<file path="src/design/ale_pkg.sv">
package ale_pkg;

  localparam int CAPACITY_DEFAULT = 32;
  localparam int WORD_W = 32;
  localparam int POS_W = 6;
  localparam int STATUS_W = 2;

  typedef enum logic [2:0] {
    OP_APPEND  = 3'd0,
    OP_INSERT  = 3'd1,
    OP_ERASE   = 3'd2,
    OP_CLEAR   = 3'd3,
    OP_REVERSE = 3'd4,
    OP_READ    = 3'd5,
    OP_SORT    = 3'd6,
    OP_LENGTH  = 3'd7
  } opcode_t;

  localparam logic [STATUS_W-1:0] ST_OK    = 2'd0;
  localparam logic [STATUS_W-1:0] ST_RANGE = 2'd1;
  localparam logic [STATUS_W-1:0] ST_FULL  = 2'd2;

  // Datapath memory and count commands.
  typedef enum logic [2:0] {
    DP_NOP,
    DP_LOAD_A,     // read mem[addr] into reg a
    DP_LOAD_B,     // read mem[addr] into reg b
    DP_WRITE_A,    // mem[addr] <= reg a
    DP_WRITE_B,    // mem[addr] <= reg b
    DP_WRITE_IN    // mem[addr] <= input word
  } dp_op_t;

  typedef enum logic [1:0] {
    CNT_HOLD,
    CNT_INC,
    CNT_DEC,
    CNT_CLR
  } cnt_op_t;

endpackage

</file>
<file path="src/design/ale_if.sv">
interface ale_cmd_if;
  import ale_pkg::*;
  logic               valid;
  logic               ready;
  logic [2:0]         opcode;
  logic [POS_W-1:0]   position;
  logic signed [WORD_W-1:0] word;
  modport source (output valid, opcode, position, word, input ready);
  modport sink   (input valid, opcode, position, word, output ready);
endinterface

interface ale_rsp_if;
  import ale_pkg::*;
  logic                     valid;
  logic                     ready;
  logic [STATUS_W-1:0]      status;
  logic signed [WORD_W-1:0] read_word;
  logic [POS_W-1:0]         length;
  modport source (output valid, status, read_word, length, input ready);
  modport sink   (input valid, status, read_word, length, output ready);
endinterface

</file>
<file path="src/design/ale_datapath.sv">
module ale_datapath #(
  parameter int CAPACITY = ale_pkg::CAPACITY_DEFAULT,
  parameter int AW = (CAPACITY > 1) ? $clog2(CAPACITY) : 1,
  parameter int CW = $clog2(CAPACITY + 1)
) (
  input  logic                         clk,
  input  logic                         rst,
  input  ale_pkg::dp_op_t              dp_op,
  input  logic [AW-1:0]                addr,
  input  ale_pkg::cnt_op_t             cnt_op,
  input  logic                         latch_word,
  input  logic [ale_pkg::WORD_W-1:0]   word_in,
  output logic [ale_pkg::WORD_W-1:0]   reg_a,
  output logic [ale_pkg::WORD_W-1:0]   reg_b,
  output logic [CW-1:0]                count
);
  import ale_pkg::*;

  logic [WORD_W-1:0] mem [CAPACITY];
  logic [WORD_W-1:0] word_q;
  logic              load_a_q, load_b_q;
  logic [WORD_W-1:0] rdata;

  always_ff @(posedge clk) begin
    rdata <= mem[addr];
    if (latch_word) word_q <= word_in;
    unique case (dp_op)
      DP_WRITE_A:  mem[addr] <= reg_a;
      DP_WRITE_B:  mem[addr] <= reg_b;
      DP_WRITE_IN: mem[addr] <= word_q;
      default: ;
    endcase
  end

  // Load flags are registered to line up with the registered memory read.
  always_ff @(posedge clk) begin
    if (rst) begin
      load_a_q <= 1'b0;
      load_b_q <= 1'b0;
    end else begin
      load_a_q <= (dp_op == DP_LOAD_A);
      load_b_q <= (dp_op == DP_LOAD_B);
    end
  end

  always_ff @(posedge clk) begin
    if (load_a_q) reg_a <= rdata;
    if (load_b_q) reg_b <= rdata;
  end

  always_ff @(posedge clk) begin
    if (rst) begin
      count <= '0;
    end else begin
      unique case (cnt_op)
        CNT_INC: count <= count + CW'(1);
        CNT_DEC: count <= count - CW'(1);
        CNT_CLR: count <= '0;
        default: ;
      endcase
    end
  end

endmodule

</file>
<file path="src/design/ale_ctrl.sv">
module ale_ctrl #(
  parameter int CAPACITY = ale_pkg::CAPACITY_DEFAULT,
  parameter int AW = (CAPACITY > 1) ? $clog2(CAPACITY) : 1,
  parameter int CW = $clog2(CAPACITY + 1)
) (
  input  logic                         clk,
  input  logic                         rst,
  ale_cmd_if.sink                      cmd,
  ale_rsp_if.source                    rsp,
  output ale_pkg::dp_op_t              dp_op,
  output logic [AW-1:0]                addr,
  output ale_pkg::cnt_op_t             cnt_op,
  output logic                         latch_word,
  input  logic [ale_pkg::WORD_W-1:0]   reg_a,
  input  logic [ale_pkg::WORD_W-1:0]   reg_b,
  input  logic [CW-1:0]                count
);
  import ale_pkg::*;

  typedef enum logic [4:0] {
    S_IDLE,
    S_INS_RD, S_INS_WT, S_INS_WR, S_INS_PUT,
    S_ERA_RD, S_ERA_WT, S_ERA_WR,
    S_REV_RA, S_REV_RB, S_REV_WT, S_REV_WA,
    S_SRT_RA, S_SRT_RB, S_SRT_WT, S_SRT_CMP,
    S_RD_WT, S_RD_OUT
  } state_t;

  localparam int XW = CW + 1;

  state_t            state;
  logic [XW-1:0]     i, j;
  logic [XW-1:0]     pos_x, cnt_x;
  logic              rsp_pend;
  logic              b_less_a;
  logic              swap_wr;   // second write of a swap pending

  assign pos_x = XW'(cmd.position);
  assign cnt_x = XW'(count);
  assign b_less_a = $signed(reg_b) < $signed(reg_a);
  assign cmd.ready = (state == S_IDLE) && !rsp_pend && (!rsp.valid || rsp.ready);

  // Address follows the state; all indexes stay below CAPACITY when used.
  always_comb begin
    dp_op  = DP_NOP;
    cnt_op = CNT_HOLD;
    addr   = AW'(i);
    latch_word = cmd.valid && cmd.ready;
    unique case (state)
      S_IDLE: begin
        if (cmd.valid && cmd.ready) begin
          unique case (opcode_t'(cmd.opcode))
            OP_CLEAR: cnt_op = CNT_CLR;
            OP_READ: begin
              addr = AW'(cmd.position);
              if (pos_x < cnt_x) dp_op = DP_LOAD_A;
            end
            default: ;
          endcase
        end
      end
      S_INS_RD:  begin addr = AW'(i - XW'(1)); dp_op = DP_LOAD_A; end
      S_INS_WR:  begin addr = AW'(i); dp_op = DP_WRITE_A; end
      S_INS_PUT: begin addr = AW'(i); dp_op = DP_WRITE_IN; cnt_op = CNT_INC; end
      S_ERA_RD:  begin
        addr = AW'(i + XW'(1));
        dp_op = DP_LOAD_A;
        if (i + XW'(1) >= cnt_x) cnt_op = CNT_DEC;
      end
      S_ERA_WR:  begin addr = AW'(i); dp_op = DP_WRITE_A; end
      S_REV_RA:  begin addr = AW'(i); dp_op = DP_LOAD_A; end
      S_REV_RB:  begin addr = AW'(j); dp_op = DP_LOAD_B; end
      S_REV_WA:  begin
        addr = swap_wr ? AW'(j) : AW'(i);
        dp_op = swap_wr ? DP_WRITE_A : DP_WRITE_B;
      end
      S_SRT_RA:  begin addr = AW'(i); dp_op = DP_LOAD_A; end
      S_SRT_RB:  begin addr = AW'(j); dp_op = DP_LOAD_B; end
      S_SRT_CMP: begin
        if (swap_wr) begin
          addr = AW'(j); dp_op = DP_WRITE_A;
        end else if (b_less_a) begin
          addr = AW'(i); dp_op = DP_WRITE_B;
        end
      end
      default: ;
    endcase
  end

  always_ff @(posedge clk) begin
    if (rst) begin
      state     <= S_IDLE;
      rsp.valid <= 1'b0;
      rsp_pend  <= 1'b0;
      swap_wr   <= 1'b0;
      i <= '0;
      j <= '0;
    end else begin
      if (rsp.valid && rsp.ready) rsp.valid <= 1'b0;
      // Every result is staged through rsp_pend so the reported length is current.
      if (rsp_pend) begin
        rsp.valid     <= 1'b1;
        rsp.length    <= POS_W'(count);
        rsp_pend      <= 1'b0;
      end
      unique case (state)
        S_IDLE: begin
          if (cmd.valid && cmd.ready) begin
            rsp.status    <= ST_OK;
            rsp.read_word <= '0;
            unique case (opcode_t'(cmd.opcode))
              OP_APPEND: begin
                if (cnt_x >= XW'(CAPACITY)) rsp.status <= ST_FULL;
                else i <= cnt_x;
                if (cnt_x < XW'(CAPACITY)) state <= S_INS_PUT;
                else rsp_pend <= 1'b1;
              end
              OP_INSERT: begin
                if (pos_x > cnt_x) begin
                  rsp.status <= ST_RANGE; rsp_pend <= 1'b1;
                end else if (cnt_x >= XW'(CAPACITY)) begin
                  rsp.status <= ST_FULL; rsp_pend <= 1'b1;
                end else begin
                  i <= cnt_x; j <= pos_x;
                  state <= (cnt_x > pos_x) ? S_INS_RD : S_INS_PUT;
                end
              end
              OP_ERASE: begin
                if (pos_x >= cnt_x) begin
                  rsp.status <= ST_RANGE; rsp_pend <= 1'b1;
                end else begin
                  i <= pos_x;
                  state <= S_ERA_RD;
                end
              end
              OP_REVERSE: begin
                i <= '0; j <= cnt_x - XW'(1);
                if (cnt_x > XW'(1)) state <= S_REV_RA;
                else rsp_pend <= 1'b1;
              end
              OP_READ: begin
                if (pos_x >= cnt_x) begin
                  rsp.status <= ST_RANGE; rsp_pend <= 1'b1;
                end else state <= S_RD_WT;
              end
              OP_SORT: begin
                i <= '0; j <= XW'(1);
                if (cnt_x > XW'(1)) state <= S_SRT_RA;
                else rsp_pend <= 1'b1;
              end
              default: rsp_pend <= 1'b1;   // clear, length
            endcase
          end
        end
        // Read: the loaded word passes the registered read and reaches reg_a by S_RD_OUT.
        S_RD_WT: state <= S_RD_OUT;
        S_RD_OUT: begin
          rsp.read_word <= reg_a;
          rsp_pend <= 1'b1;
          state <= S_IDLE;
        end
        // Insert: shift down-to-up from count to position.
        S_INS_RD: state <= S_INS_WT;
        S_INS_WT: state <= S_INS_WR;
        S_INS_WR: begin
          i <= i - XW'(1);
          state <= (i - XW'(1) > j) ? S_INS_RD : S_INS_PUT;
        end
        S_INS_PUT: begin state <= S_IDLE; rsp_pend <= 1'b1; end
        // Erase: pull each later entry down one slot.
        S_ERA_RD: begin
          if (i + XW'(1) >= cnt_x) begin
            state <= S_IDLE; rsp_pend <= 1'b1;
          end else state <= S_ERA_WT;
        end
        S_ERA_WT: state <= S_ERA_WR;
        S_ERA_WR: begin i <= i + XW'(1); state <= S_ERA_RD; end
        S_REV_RA: state <= S_REV_RB;
        S_REV_RB: state <= S_REV_WT;
        S_REV_WT: state <= S_REV_WA;
        S_REV_WA: begin
          if (!swap_wr) swap_wr <= 1'b1;
          else begin
            swap_wr <= 1'b0;
            i <= i + XW'(1); j <= j - XW'(1);
            if (i + XW'(1) < j - XW'(1)) state <= S_REV_RA;
            else begin state <= S_IDLE; rsp_pend <= 1'b1; end
          end
        end
        S_SRT_RA: state <= S_SRT_RB;
        S_SRT_RB: state <= S_SRT_WT;
        S_SRT_WT: state <= S_SRT_CMP;
        S_SRT_CMP: begin
          if (b_less_a && !swap_wr) swap_wr <= 1'b1;
          else begin
            swap_wr <= 1'b0;
            if (j + XW'(1) < cnt_x) begin
              j <= j + XW'(1);
              state <= S_SRT_RA;
            end else if (i + XW'(2) < cnt_x) begin
              i <= i + XW'(1); j <= i + XW'(2);
              state <= S_SRT_RA;
            end else begin
              state <= S_IDLE; rsp_pend <= 1'b1;
            end
          end
        end
        default: state <= S_IDLE;
      endcase
    end
  end

endmodule

</file>
<file path="src/design/array_list_engine_top.sv">
// Channel   Dir  Payload                          Handshake
// cmd       in   opcode[3] position[6] word[32]   valid/ready
// rsp       out  status[2] read_word[32] length[6] valid/ready
//
// One command at a time. Clear, length and rejected commands respond from
// the accept, append after its write, read after its wait and output states;
// insert and erase move each shifted entry through read, wait and write;
// reverse swaps each pair, sort compares all n*(n-1)/2 pairs. The single-port
// entry memory with its registered read sets this sequence of states.
// Reset clears the count and the controller; entry contents are not cleared.
// A stalled response holds; the next command waits until it is taken.
module array_list_engine_top #(
  parameter int CAPACITY = ale_pkg::CAPACITY_DEFAULT
) (
  input logic       clk,
  input logic       rst,
  ale_cmd_if.sink   cmd,
  ale_rsp_if.source rsp
);
  import ale_pkg::*;

  localparam int AW = (CAPACITY > 1) ? $clog2(CAPACITY) : 1;
  localparam int CW = $clog2(CAPACITY + 1);

  dp_op_t            dp_op;
  cnt_op_t           cnt_op;
  logic [AW-1:0]     addr;
  logic              latch_word;
  logic [WORD_W-1:0] reg_a, reg_b;
  logic [CW-1:0]     count;

  ale_ctrl #(.CAPACITY(CAPACITY), .AW(AW), .CW(CW)) u_ctrl (
    .clk, .rst, .cmd, .rsp, .dp_op, .addr, .cnt_op, .latch_word,
    .reg_a, .reg_b, .count
  );

  ale_datapath #(.CAPACITY(CAPACITY), .AW(AW), .CW(CW)) u_dp (
    .clk, .rst, .dp_op, .addr, .cnt_op, .latch_word,
    .word_in(cmd.word), .reg_a, .reg_b, .count
  );

endmodule

</file>
<file path="src/flat_wrapper.sv">
// flat-port wrapper written by rule: the top's interface ports become plain ports
module array_list_engine_top_flat import ale_pkg::*;
#(
  parameter int CAPACITY = ale_pkg::CAPACITY_DEFAULT
)
  (clk, rst, cmd_valid, cmd_opcode, cmd_position, cmd_word, cmd_ready, rsp_valid, rsp_status, rsp_read_word, rsp_length, rsp_ready);
  ale_cmd_if cmd_i ();
  ale_rsp_if rsp_i ();
  input logic clk;
  input logic rst;
  input wire logic [$bits(cmd_i.valid)-1:0] cmd_valid;
  input wire logic [$bits(cmd_i.opcode)-1:0] cmd_opcode;
  input wire logic [$bits(cmd_i.position)-1:0] cmd_position;
  input wire logic [$bits(cmd_i.word)-1:0] cmd_word;
  output wire logic [$bits(cmd_i.ready)-1:0] cmd_ready;
  output wire logic [$bits(rsp_i.valid)-1:0] rsp_valid;
  output wire logic [$bits(rsp_i.status)-1:0] rsp_status;
  output wire logic [$bits(rsp_i.read_word)-1:0] rsp_read_word;
  output wire logic [$bits(rsp_i.length)-1:0] rsp_length;
  input wire logic [$bits(rsp_i.ready)-1:0] rsp_ready;
  assign cmd_i.valid = cmd_valid;
  assign cmd_i.opcode = cmd_opcode;
  assign cmd_i.position = cmd_position;
  assign cmd_i.word = cmd_word;
  assign cmd_ready = cmd_i.ready;
  assign rsp_valid = rsp_i.valid;
  assign rsp_status = rsp_i.status;
  assign rsp_read_word = rsp_i.read_word;
  assign rsp_length = rsp_i.length;
  assign rsp_i.ready = rsp_ready;
  array_list_engine_top #(.CAPACITY(CAPACITY)) u_core (.clk(clk), .rst(rst), .cmd(cmd_i), .rsp(rsp_i));
endmodule
</file>
<file path="config.mk">
export PLATFORM = sky130hd
export DESIGN_NAME = array_list_engine_top_flat
export DESIGN_NICKNAME = d
export VERILOG_FILES = /design/src/design/ale_pkg.sv /design/src/design/ale_if.sv /design/src/design/ale_datapath.sv /design/src/design/ale_ctrl.sv /design/src/design/array_list_engine_top.sv /design/src/flat_wrapper.sv
export SDC_FILE = /design/constraint.sdc
export NUM_CORES = 1
export LEC_CHECK = 0
export BUFFER_PORTS_ARGS = -buffer_cell sky130_fd_sc_hd__buf_2
export CORE_MARGIN = 2
export CORE_UTILIZATION = 55
export CTS_BUF_LIST = sky130_fd_sc_hd__clkbuf_4 sky130_fd_sc_hd__clkbuf_8
export DETAILED_ROUTE_END_ITERATION = 10
export HOLD_SLACK_MARGIN = 0.12
export MAX_ROUTING_LAYER = met4
export PLACE_DENSITY = 0.82
export SLEW_MARGIN = 20
export SYNTH_ARGS = -nofsm -noshare
export SYNTH_HDL_FRONTEND = slang
export SYNTH_SLANG_ARGS = --single-unit
</file>
<file path="constraint.sdc">
create_clock -name clk -period 4.2 [get_ports clk]
set_clock_uncertainty 0.05 [all_clocks]
set_input_delay 0.42 -clock clk [delete_from_list [all_inputs] [get_ports clk]]
set_output_delay 0.42 -clock clk [all_outputs]
set_load 0.01 [all_outputs]
</file>
After elaboration in Yosys (flattened, before gate mapping)
Memory sizes are Yosys's and may differ from the RTL's. A register that Yosys moved wholly into a read port is not among the register bits.
Index checks and enable logic that the tools add are counted.

storage, ports and cells
  bits of input ports = 45
  memories = 1
  RAM bits = 1024
  flip-flop bits (word level) = 166
  logic and storage cells = 203

operators by class
  multiplexer cells = 86
  bitwise operators = 3
  reduce and logical (&&, ||, !) cells = 30
  eq/ne operators = 47
  $add $sub $neg = 8
  magnitude comparators = 13

memories
  memory           words  bits a word  read ports  clocked after memory_dff  write ports  RTL line            RTL
  u_core.u_dp.mem  32     32           1           1                         1            ale_datapath.sv:19  logic [WORD_W-1:0] mem [CAPACITY];

operator list
  cell                   count
  $mux W7                15
  $mux W32               3
  $pmux W5 S16           1
  $mux W5                13
  $pmux W32 S2           1
  $pmux W7 S3            2
  $eq A5 B4 Y1 const B   8
  $pmux W7 S5            1
  $lt A32 B32 Y1         1
  $pmux W5 S6            1
  $pmux W7 S4            1
  $mux W1                26
  $pmux W5 S5            1
  $ne A3 B3 Y1 const B   8
  $pmux W3 S7            1
  $eq A5 B3 Y1 const B   4
  $mux W3                6
  $pmux W6 S3            1
  $eq A3 B3 Y1 const B   5
  $add A7 B1 Y7 const B  2
  $lt A7 B6 Y1           2
  $sub A7 B1 Y7 const B  2
  $eq A3 B2 Y1 const B   4
  $gt A6 B6 Y1           2
  46 further kinds       76

Depth between registers and ports, before layout
  depth after elaboration = 11
  mapped depth = 18

By module
A second synthesis with hierarchy kept.

second synthesis, totals
  cells, all modules = 2551
  area, all modules = 48694.2 µm²

by module, submodules not included
  module        area each (µm²)  cells each  sequential area each (µm²)  instances
  ale_datapath  43126.4          1884        34433.0                     1
  ale_ctrl      5567.8           667         1641.6                      1

Least setup slack after synthesis
Ideal clock, no wire load.

  path kind = in2reg
  start = input port cmd_opcode[2]
  end = memory u_core.u_dp.mem[10][0] (enable)
  cell stages on the path = 12
  setup time = 0.421 ns
  data arrival time = 3.936 ns
  setup slack = -0.207 ns
  data required time = 3.729 ns
  buffers on the path = 5
  cell sequence = buf_2 > nand3b_4 > nor4b_4 > mux2_1 > nand2_1 > and2_1 > buf_2 > buf_6 > buf_2 > buf_2 > o211ai_1 > nor2_1

on the way
  word-level cells in the longest chain between the ends = 9

ends and longest elaborated chain
  element                                       RTL line                                RTL
  start: declaration                            flat_wrapper.sv:12                      input wire logic [$bits(cmd_i.opcode)-1:0] cmd_opcode;
  $eq A3 B3 Y1 (*)                              ale_ctrl.sv:52                          unique case (opcode_t'(cmd.opcode))
  $mux W1                                       ale_ctrl.sv:52
  $mux W1                                       ale_ctrl.sv:51                          if (cmd.valid && cmd.ready) begin
  $pmux W3 S7                                   ale_ctrl.sv:49                          unique case (state)
  $eq A3 B2 Y1 or $eq A3 B3 Y1 (tied branches)  ale_datapath.sv:27                      unique case (dp_op)
  $mux W1                                       ale_datapath.sv:27
  $mux W1, on equally long branches             ale_datapath.sv:28, ale_datapath.sv:29
  $or A1 B1 Y1 (no source line) (2 in a row)    --
  end: declaration                              ale_datapath.sv:19

Mark *: on every way between the ends. The rest lies on a longest branch, timed or not.

Final worst setup path
  start = register u_core.u_dp.reg_b[14] (netlist name)
  end = memory u_core.u_dp.mem[12][7] (enable)

on the way
  word-level cells in the longest chain between the ends = 9

ends and longest elaborated chain
  element                                       RTL line                                RTL
  start: declaration                            ale_datapath.sv:14                      output logic [ale_pkg::WORD_W-1:0] reg_b,
  start signal: assignment                      ale_datapath.sv:48                      if (load_b_q) reg_b <= rdata;
  $lt A32 B32 Y1 (*)                            ale_ctrl.sv:40                          assign b_less_a = $signed(reg_b) < $signed(reg_a);
  $mux W3 (*)                                   ale_ctrl.sv:82                          end else if (b_less_a) begin
  $mux W3 (*)                                   ale_ctrl.sv:80                          if (swap_wr) begin
  $pmux W3 S7 (*)                               ale_ctrl.sv:49
  $eq A3 B2 Y1 or $eq A3 B3 Y1 (tied branches)  ale_datapath.sv:27
  $mux W1                                       ale_datapath.sv:27
  $mux W1, on equally long branches             ale_datapath.sv:28, ale_datapath.sv:29
  $or A1 B1 Y1 (no source line)                 --
  $or A1 B1 Y1 (no source line) (*)             --

Marked as above.

==> results.md <==
* Via Count at about 29000
* WS Path Type: reg2reg
* Die Y at 302 µm
* Initial antenna violation count at 1
* Area leader, netlist: edfxtp_1
* Buffers on Ports at 86
* DR vias/cell at about 6.7
* Maximum root-to-sink buffer count at 3
* Max-slew violations at 0
* Synthesized area at 0.0487 mm²
* Initial Util at 0.553
* Final count of hold timing violations at 0
* Critical Path Fanout Max at 10
* Vias in the first global route at 28876
* Final Core Density at 0.655
* Top post-synthesis cells by area: edfxtp_1, mux4_2, dfxtp_1
* Post-Syn Nets at 2724
* Share of cells above drive strength 1 at 0.303
* Final min period at 4.20 ns
* Area fraction of the dominant cell type after synthesis at 0.715
* Commonest non-fill, non-tap cell in the layout: edfxtp_1
* Total Wirelength at 139000 µm
* Cell Pwr Density at between 700 and 800 mW/mm²
* H-tree depth at 4
* WP data arrival at 4.70 ns
* Ratio of final minimum period to clock period at 1.00
* CTS clock-pin slew for the worst setup and hold paths at 0.06 ns
* Slew margin rel. at 0.335
* DRT Pass-1 Iters at 6
* Layout Nets at 3111
* Largest net degree at the start of global routing at between 60 and 70
* Register area share after synthesis at 0.740
* Detail Placement HPWL at 83400 µm
* GP Congestion at about 0.94
* CTS tree: done
* Gate count after technology mapping at 2596
* Antenna Nets Post-Route at 0
* Routed WL per cell at 32.4 µm
* Most frequent cells in the layout: edfxtp_1, mux4_2, clkbuf_8, nor2_1
* Num CTS Buffers at between 150 and 200
* Syn. warnings at 0
* I/O pins at 87
* Placed Area at 0.0532 mm²
* First-pass GRT wire length at 198000 µm
* DRT iter0 DRCs at 4293
* Core area at just under 0.09 mm²
* GRT Resource Usage Total at 0.317
* Max VDD drop at 0.000600 V
* Syn_area_per_cell at ~19 µm²
* Slew @ Worst Pin at 0.990 ns
* Clock Sink Count at roughly 1200
* Die Area at 0.0910 mm²
* GR Overflow Total at 0
* Ys async rst share at 0
* Setup Viol. Count Final at 0
* Final hold slack at ~0.20 ns
* CP endpoint kind: flop
* Finished Cell Area at around 0.058 mm²
* Area delta synth->final at 18.4%
* Tot Pwr at 41.7 mW
* Cell variety after synth at 73
* Floorplan row count at 109
* Worst EP required at 4.70 ns
* Crit start category: flop
* DRC viols at 0
* Clock root buffer: clkbuf_8
* Leakage at 19.2 nW
* Post-synth EDFFs at 1160
* Clk_lat worst skew at ~0.89 ns
* FMAX at 238 MHz
* FF+latch count, synth at approximately 1200
* # Max-Cap Violations at 0
* Status: complete, no violations
* Worst hold path type: in2reg
* Post-synth top flop: edfxtp_1
* Chip Width at 302 µm
## sequential cells by signal, summed over array words and instances (netlist names)
signal	cells
u_core.u_ctrl.rsp_pend	1
u_core.u_ctrl.rsp.length	6
u_core.u_ctrl.rsp.status	2
u_core.u_ctrl.rsp.valid	1
u_core.u_dp.load_b_q	1
u_core.u_dp.count	6
u_core.u_dp.rdata	32
u_core.u_ctrl.i	7
u_core.u_ctrl.rsp.read_word	32
u_core.u_ctrl.state	5
u_core.u_ctrl.swap_wr	1
u_core.u_dp.load_a_q	1
u_core.u_dp.word_q	32
u_core.u_dp.mem	1024
u_core.u_dp.reg_b	32
u_core.u_dp.reg_a	32
u_core.u_ctrl.j	7
## path summary, 6_finish.rpt
check,from,cells past startpoint,slack (ns),endpoint
worst max-delay path,u_core.u_dp.reg_b[14],14,0.00004,u_core.u_dp.mem[12][7]
worst min-delay path,cmd_word[12],2,0.20,u_core.u_dp.word_q[12]
worst max register to register,u_core.u_dp.reg_b[14],14,0.00004,u_core.u_dp.mem[12][7]
worst min register to register,u_core.u_dp.rdata[23],0,0.38,u_core.u_dp.reg_a[23]
## final cells by class
| type | count | area (µm²) |
|---|---|---|
| diodes | 1 | 2.50 |
| fillers | 5478 | 30400 |
| well taps | 1165 | 1460 |
| multi-input cells | 1173 | 12300 |
| clock inverters | 75 | 583 |
| clock buffers | 261 | 3170 |
| inverters | 66 | 248 |
| repair buffers | 340 | 3800 |
| flip-flops and latches | 1222 | 36100 |
## metrics by stage
stage / worst slack (ns) / TNS (ns) / instances
after floorplan: -0.207 / -205.14 / 2596
after global placement: -0.231 / -58.59 / 3919
after detailed placement: -0.410 / -163.82 / 3919
after CTS: 0.0628 / 0 / 4301
after global routing: -0.0438 / -2.24 / 4303
final: 0.0000422 / 0 / 4303
## cell usage after synthesis, types with 6 or more instances
cell,number
mux4_2,236
buf_4,8
o211ai_1,9
ha_1,82
o21ai_0,25
a211oi_1,7
a21o_1,10
nor2_1,147
clkbuf_1,68
dfxtp_1,62
buf_2,29
nand3_1,28
xnor2_1,25
a32oi_1,12
a221oi_1,30
a21oi_1,118
xor2_1,10
a31oi_1,6
nor3_1,28
buf_6,16
buf_1,14
a22oi_1,102
nor2b_1,14
mux2i_1,63
nand2_1,67
nand4_1,40
nand2b_1,10
edfxtp_1,1160
and2_1,9
and3_1,7
inv_1,65
o21a_1,8
## routing by layer
metal,vias to the layer above,track usage,part of all wire
li1,11418,-,-
met1,14552,0.401,0.34
met2,2469,0.486,0.48
met3,443,0.0776,0.13
met4,0,0.152,0.053
met5,-,-,0
## critical path, stage by stage (launching register included)
cell       delay, ns
edfxtp_1        0.42
ha_1            0.35
nand4_1         0.22
or3_4           0.43
o41ai_4         0.37
o311a_4         0.27
nor3_4          0.06
nor4b_4         0.32
buf_4           0.17
or2_2           0.19
o211ai_1        0.18
clkbuf_16       0.29
nor2_4          0.20
buf_12          0.16
buf_12          0.16
## timing repair
item                                    4_1_cts  5_1_grt
setup buffers                                 3        0
hold buffers                                 42        0
cloned                                        1        1
endpoints found under the setup margin     1778      952
gates resized for setup                      19       11
endpoints found under the hold margin        60        0
pin swaps                                     3        5
## cell families after synthesis
group	after synthesis	synth area share
simple gates	377	0.0373
flops	1222	0.740
xor+xnor	35	0.00629
compound gates	376	0.0528
fa+ha+maj	83	0.0215
buf+inv	202	0.0194
mux	301	0.122
## power by group
part / total, mW / internal [mW] / leakage [nW] / switching [mW]
logic: 14.7 / 5.50 / 6.18 / 9.15
clock network: 9.88 / 5.23 / 2.00 / 4.64
registers: 17.2 / 16.7 / 11.0 / 0.459
No activity file was read; power rests on OpenSTA's default activity.
